--- src/design/udm_pkg.sv ---
`timescale 1ns / 1ps
// ----------------------------------------------------------------------------
// udm_pkg
// Shared types and field widths for the unsigned divide/modulo pipeline.
// ----------------------------------------------------------------------------
package udm_pkg;

	localparam int unsigned FIELD_W   = 32;
	localparam int unsigned S_TDATA_W = 2 * FIELD_W;
	localparam int unsigned M_TDATA_W = 2 * FIELD_W;

	// per-stage control that travels alongside the datapath
	typedef struct packed {
		logic valid;
		logic dz;
	} udm_ctl_t;

endpackage

--- src/design/udm_cell.sv ---
`timescale 1ns / 1ps
// ----------------------------------------------------------------------------
// udm_cell
// One restoring division step: shift the partial remainder, take in the next
// dividend bit, subtract the divisor when it fits, register the result.
// ----------------------------------------------------------------------------
module udm_cell
	import udm_pkg::*;
#(
	parameter int unsigned W = 32
) (
	input  logic         clk,
	input  logic         arst_n,
	input  logic         en,
	input  udm_ctl_t     ctl_in,
	input  logic [W-1:0] part_in,
	input  logic [W-1:0] num_in,
	input  logic [W-1:0] quot_in,
	input  logic [W-1:0] den_in,
	output udm_ctl_t     ctl_out,
	output logic [W-1:0] part_out,
	output logic [W-1:0] num_out,
	output logic [W-1:0] quot_out,
	output logic [W-1:0] den_out
);

	logic [W:0]   shifted;
	logic [W:0]   diff;
	logic         take;
	logic [W-1:0] part_nxt;

	udm_ctl_t     ctl_s1;
	logic [W-1:0] part_s1;
	logic [W-1:0] num_s1;
	logic [W-1:0] quot_s1;
	logic [W-1:0] den_s1;

	// carry out of the shift lands in the top bit, so the compare is exact
	assign shifted  = {part_in, num_in[W-1]};
	assign diff     = shifted - {1'b0, den_in};
	assign take     = ~diff[W];
	assign part_nxt = take ? diff[W-1:0] : shifted[W-1:0];

	always_ff @(posedge clk or negedge arst_n) begin
		if (!arst_n) begin
			ctl_s1 <= '0;
		end else if (en) begin
			ctl_s1 <= ctl_in;
		end
	end

	always_ff @(posedge clk) begin
		if (en) begin
			part_s1 <= part_nxt;
			num_s1  <= {num_in[W-2:0], 1'b0};
			quot_s1 <= {quot_in[W-2:0], take};
			den_s1  <= den_in;
		end
	end

	assign ctl_out  = ctl_s1;
	assign part_out = part_s1;
	assign num_out  = num_s1;
	assign quot_out = quot_s1;
	assign den_out  = den_s1;

endmodule

--- config.mk ---
export PLATFORM = sky130hd
export DESIGN_NAME = udm_cell
export DESIGN_NICKNAME = d
export VERILOG_FILES = /design/src/design/udm_pkg.sv /design/src/design/udm_cell.sv
export SDC_FILE = /design/constraint.sdc
export NUM_CORES = 1
export LEC_CHECK = 0
export BUFFER_PORTS_ARGS = -buffer_cell sky130_fd_sc_hd__buf_2
export CORE_MARGIN = 2
export CORE_UTILIZATION = 50
export CTS_CLUSTER_SIZE = 8
export DETAILED_ROUTE_END_ITERATION = 6
export GPL_TIMING_DRIVEN = 0
export HOLD_SLACK_MARGIN = 0.03
export PLACE_DENSITY = 0.9
export SLEW_MARGIN = 5
export SYNTH_ARGS = -nofsm -noshare
export SYNTH_HDL_FRONTEND = slang
export SYNTH_SLANG_ARGS = --single-unit
--- constraint.sdc ---
create_clock -name clk -period 1.3 [get_ports clk]
set_clock_uncertainty 0.1 [all_clocks]
set_input_delay 0.195 -clock clk [delete_from_list [all_inputs] [get_ports clk]]
set_output_delay 0.195 -clock clk [all_outputs]
set_load 0.05 [all_outputs]
==> impl_metrics.json <==
{
  "place_area_um2": 8030,
  "ir_worst_vdd_v": 0.00115,
  "synth_compound_area_share_pct": 10.9,
  "min_from": "part_in[22]",
  "synth_top_family_by_area": "compound AO/OA/AOI/OAI gates",
  "grt_pass1_vias": 6394,
  "drv_cap": 0,
  "core_area_um2": 12600,
  "finalHoldViolCount": 0,
  "die_h_um": 118,
  "cp_max_fo": 5,
  "status": "complete, but fails checks",
  "syn_area_um2": 6440,
  "p_seq_share_pct": 34.3,
  "vias": 7309,
  "die-area_um2": 13800,
  "hp-class": "input port to register",
  "final_area_um2": 10700,
  "numCtsBuffers": 17,
  "final_nets": 1066,
  "synthesis.instances": 481,
  "root_buffer": "clkbuf_16",
  "ys.flop_type": "edfxtp_1",
  "htree_levels": 4,
  "final.setup.tns_ps": -64970,
  "setup_slack_ps": -2070,
  "wire_per_inst_um": 31.9,
  "rows": 41,
  "final_cell_mix": "buf_2 (136), edfxtp_1 (127), dlygate4sd3_1 (124)",
  "p_leak_nw": 4.78,
  "fin_util_pct": 84.9,
  "p_int_w": 0.0100,
  "instances_no_fill": 1090,
  "synthMuxAreaShare_pct": 7.32,
  "power_w": 0.0157,
  "ys_ff_latch": 129,
  "start_util_pct": 51.1,
  "vias_per_cell": 6.71,
  "end_kind": "register",
  "grt_max_degree": 74,
  "critical_path_required_ps": 1510,
  "p_clk_share_pct": 32.7,
  "synth_simple_gate_area_share_pct": 7.63,
  "p_sw_share_pct": 36.2,
  "wirelength_um": 34700,
  "gp_congestion": 0.869,
  "layout_commonest_cell": "buf_2",
  "tightest_slew_ps": 766,
  "fmax_mhz": 297,
  "antenna_found_initial": 9,
  "crit_type": "input port to register",
  "grt_first_pass_wirelength_um": 38600,
  "cts.clk_slew.worst_paths_ps": 70,
  "area_delta_synth_final_pct": 66.3,
  "yosys.area_share.xor_xnor_pct": 3.26,
  "synth_area_per_cell_um2": 13.4,
  "power_density_nw_per_um2": 1470,
  "cts.sinks": 129,
  "setup_viol": 126,
  "drive_gt1_share_pct": 39.5,
  "r2r-start": "ctl_out[0]$_DFFE_PN0P_",
  "pwr-share-comb_pct": 32.9,
  "start_kind": "input port",
  "fin_crit_sh_pct": 259,
  "synth_edf_count": 127,
  "critPathArrivalTime_ps": 3580,
  "synth.largest_area_cell": "edfxtp_1",
  "dpl.cell_count": 914,
  "cts_tree": "yes",
  "first_iter_violations": 1576,
  "die_w_um": 118,
  "critPathLaunch": "den_in[4]",
  "violations": "DRC, setup timing",
  "slew_violations": 0,
  "yosysWarnings": 0,
  "drc": 306,
  "yosysUniqueCellTypes": 59,
  "clkLatencyLatePin_ps": 430,
  "track_usage_pct": 36.9,
  "dp_hpwl_um": 12600,
  "placement.io_buffers": 260,
  "async_flop_share_pct": 1.55,
  "cts_buffer_depth": 2,
  "finalCriticalPeriod_ps": 3370,
  "synthAdderAreaFrac_pct": 6.52,
  "max_slew_margin_pct": 48.5,
  "num-fill-cells": 542,
  "ant_nets": 0,
  "synth_fp_nets": 647,
  "pin_count": 263,
  "synth_top_cell_area_share_pct": 59.2,
  "grt-ovfl-total": 0,
  "power.switching_w": 0.00568,
  "first_pass_iters": 7,
  "rsz0062_at_grt": "true",
  "yosysSeqAreaShare_pct": 59.9,
  "ys_top_cells_by_area": "edfxtp_1 (59%), ha_1 (6.2%), mux2_4 (5.4%)"
}
-- power groups by stage --
stage	registers, W	clock network (W)	logic, W
after global placement	0.00525	0	0.00366
after detailed placement	0.00525	0	0.00373
after floorplan	0.00673	0	0.00130
after global routing	0.00540	0.00518	0.00521
after CTS	0.00520	0.00477	0.00426
final	0.00539	0.00514	0.00517
-- registers in the layout, summed over array words and instances (netlist names) --
name      flops
den_out      32
quot_out     32
num_out      31
ctl_out       2
part_out     32
-- what timing repair did --
action / in CTS / in global routing
hold buffers: 123 / 1
setup endpoints to repair: 100 / 143
endpoints found under the hold margin: 123 / 1
setup buffers: 10 / 5
pin swaps: 1 / 2
resized for setup: 91 / 198
-- cells in the mapped netlist (all sizes together) (5+ instances only) --
cell,count
o21a,6
ha,32
a21oi,35
nand2,27
nor2b,5
xor2,9
o21ai,17
nand4,6
inv,42
mux2i,7
mux2,28
edfxtp,127
a21o,21
buf,8
nand3,10
xnor2,15
nor2,24
-- area by class of cell --
type	instances	area, um^2	share of cell area (%)
Antenna cell	7	17.5	0.163
Buffer	12	126	1.18
Clock buffer	17	425	3.97
Clock inverter	13	161	1.51
Inverter	42	170	1.59
Multi-Input combinational cell	298	2360	22.0
Sequential cell	129	3860	36.0
Tap cell	172	215	2.01
Timing Repair Buffer	400	3380	31.5
-- stage by stage --
stage	hold slack [ps]	worst slack (ps)
final	67.3	-2070
after global routing	88.4	-2060
after CTS	32.5	-1440
after detailed placement	-118	-2000
after global placement	-120	-2010
after floorplan	-201	-1530
-- layer usage --
layer  part of all wire, %  routed length, um  GRT usage, %  vias up
li1                      -                  -             -     2636
met1                    30              10600          42.0     3249
met2                    41              14400          61.3     1030
met3                    16               5520          10.9      390
met4                    12               4190          22.9        4
met5                  0.25                 86             0        -
-- cells by family after synthesis --
| family | count (synthesis) |
|---|---|
| compound gates | 108 |
| xor+xnor | 24 |
| fa+ha+maj | 33 |
| buf+inv | 54 |
| flops | 129 |
| mux | 35 |
| other cells | 1 |
| simple gates | 97 |
-- final timing paths --
check,slack (ps),endpoint,cells past startpoint
max,-2070,part_out[9]$_DFFE_PP_,11
min,70,part_out[23]$_DFFE_PP_,3
max reg2reg,210,ctl_out[0]$_DFFE_PN0P_,2
min reg2reg,560,ctl_out[1]$_DFFE_PN0P_,1
max in group asynchronous,360,ctl_out[1]$_DFFE_PN0P_,3
min in group asynchronous,580,ctl_out[0]$_DFFE_PN0P_,3
-- critical path: stages --
cell      delay [ps]
buf_2            100
inv_1             70
ha_1             380
and3_1           230
a211oi_1         500
a21oi_1          190
o21ai_1          390
a21boi_0         340
or4b_2           840
nand4_1          160
mux2_4           170
Power figures use the tool's default switching activity.
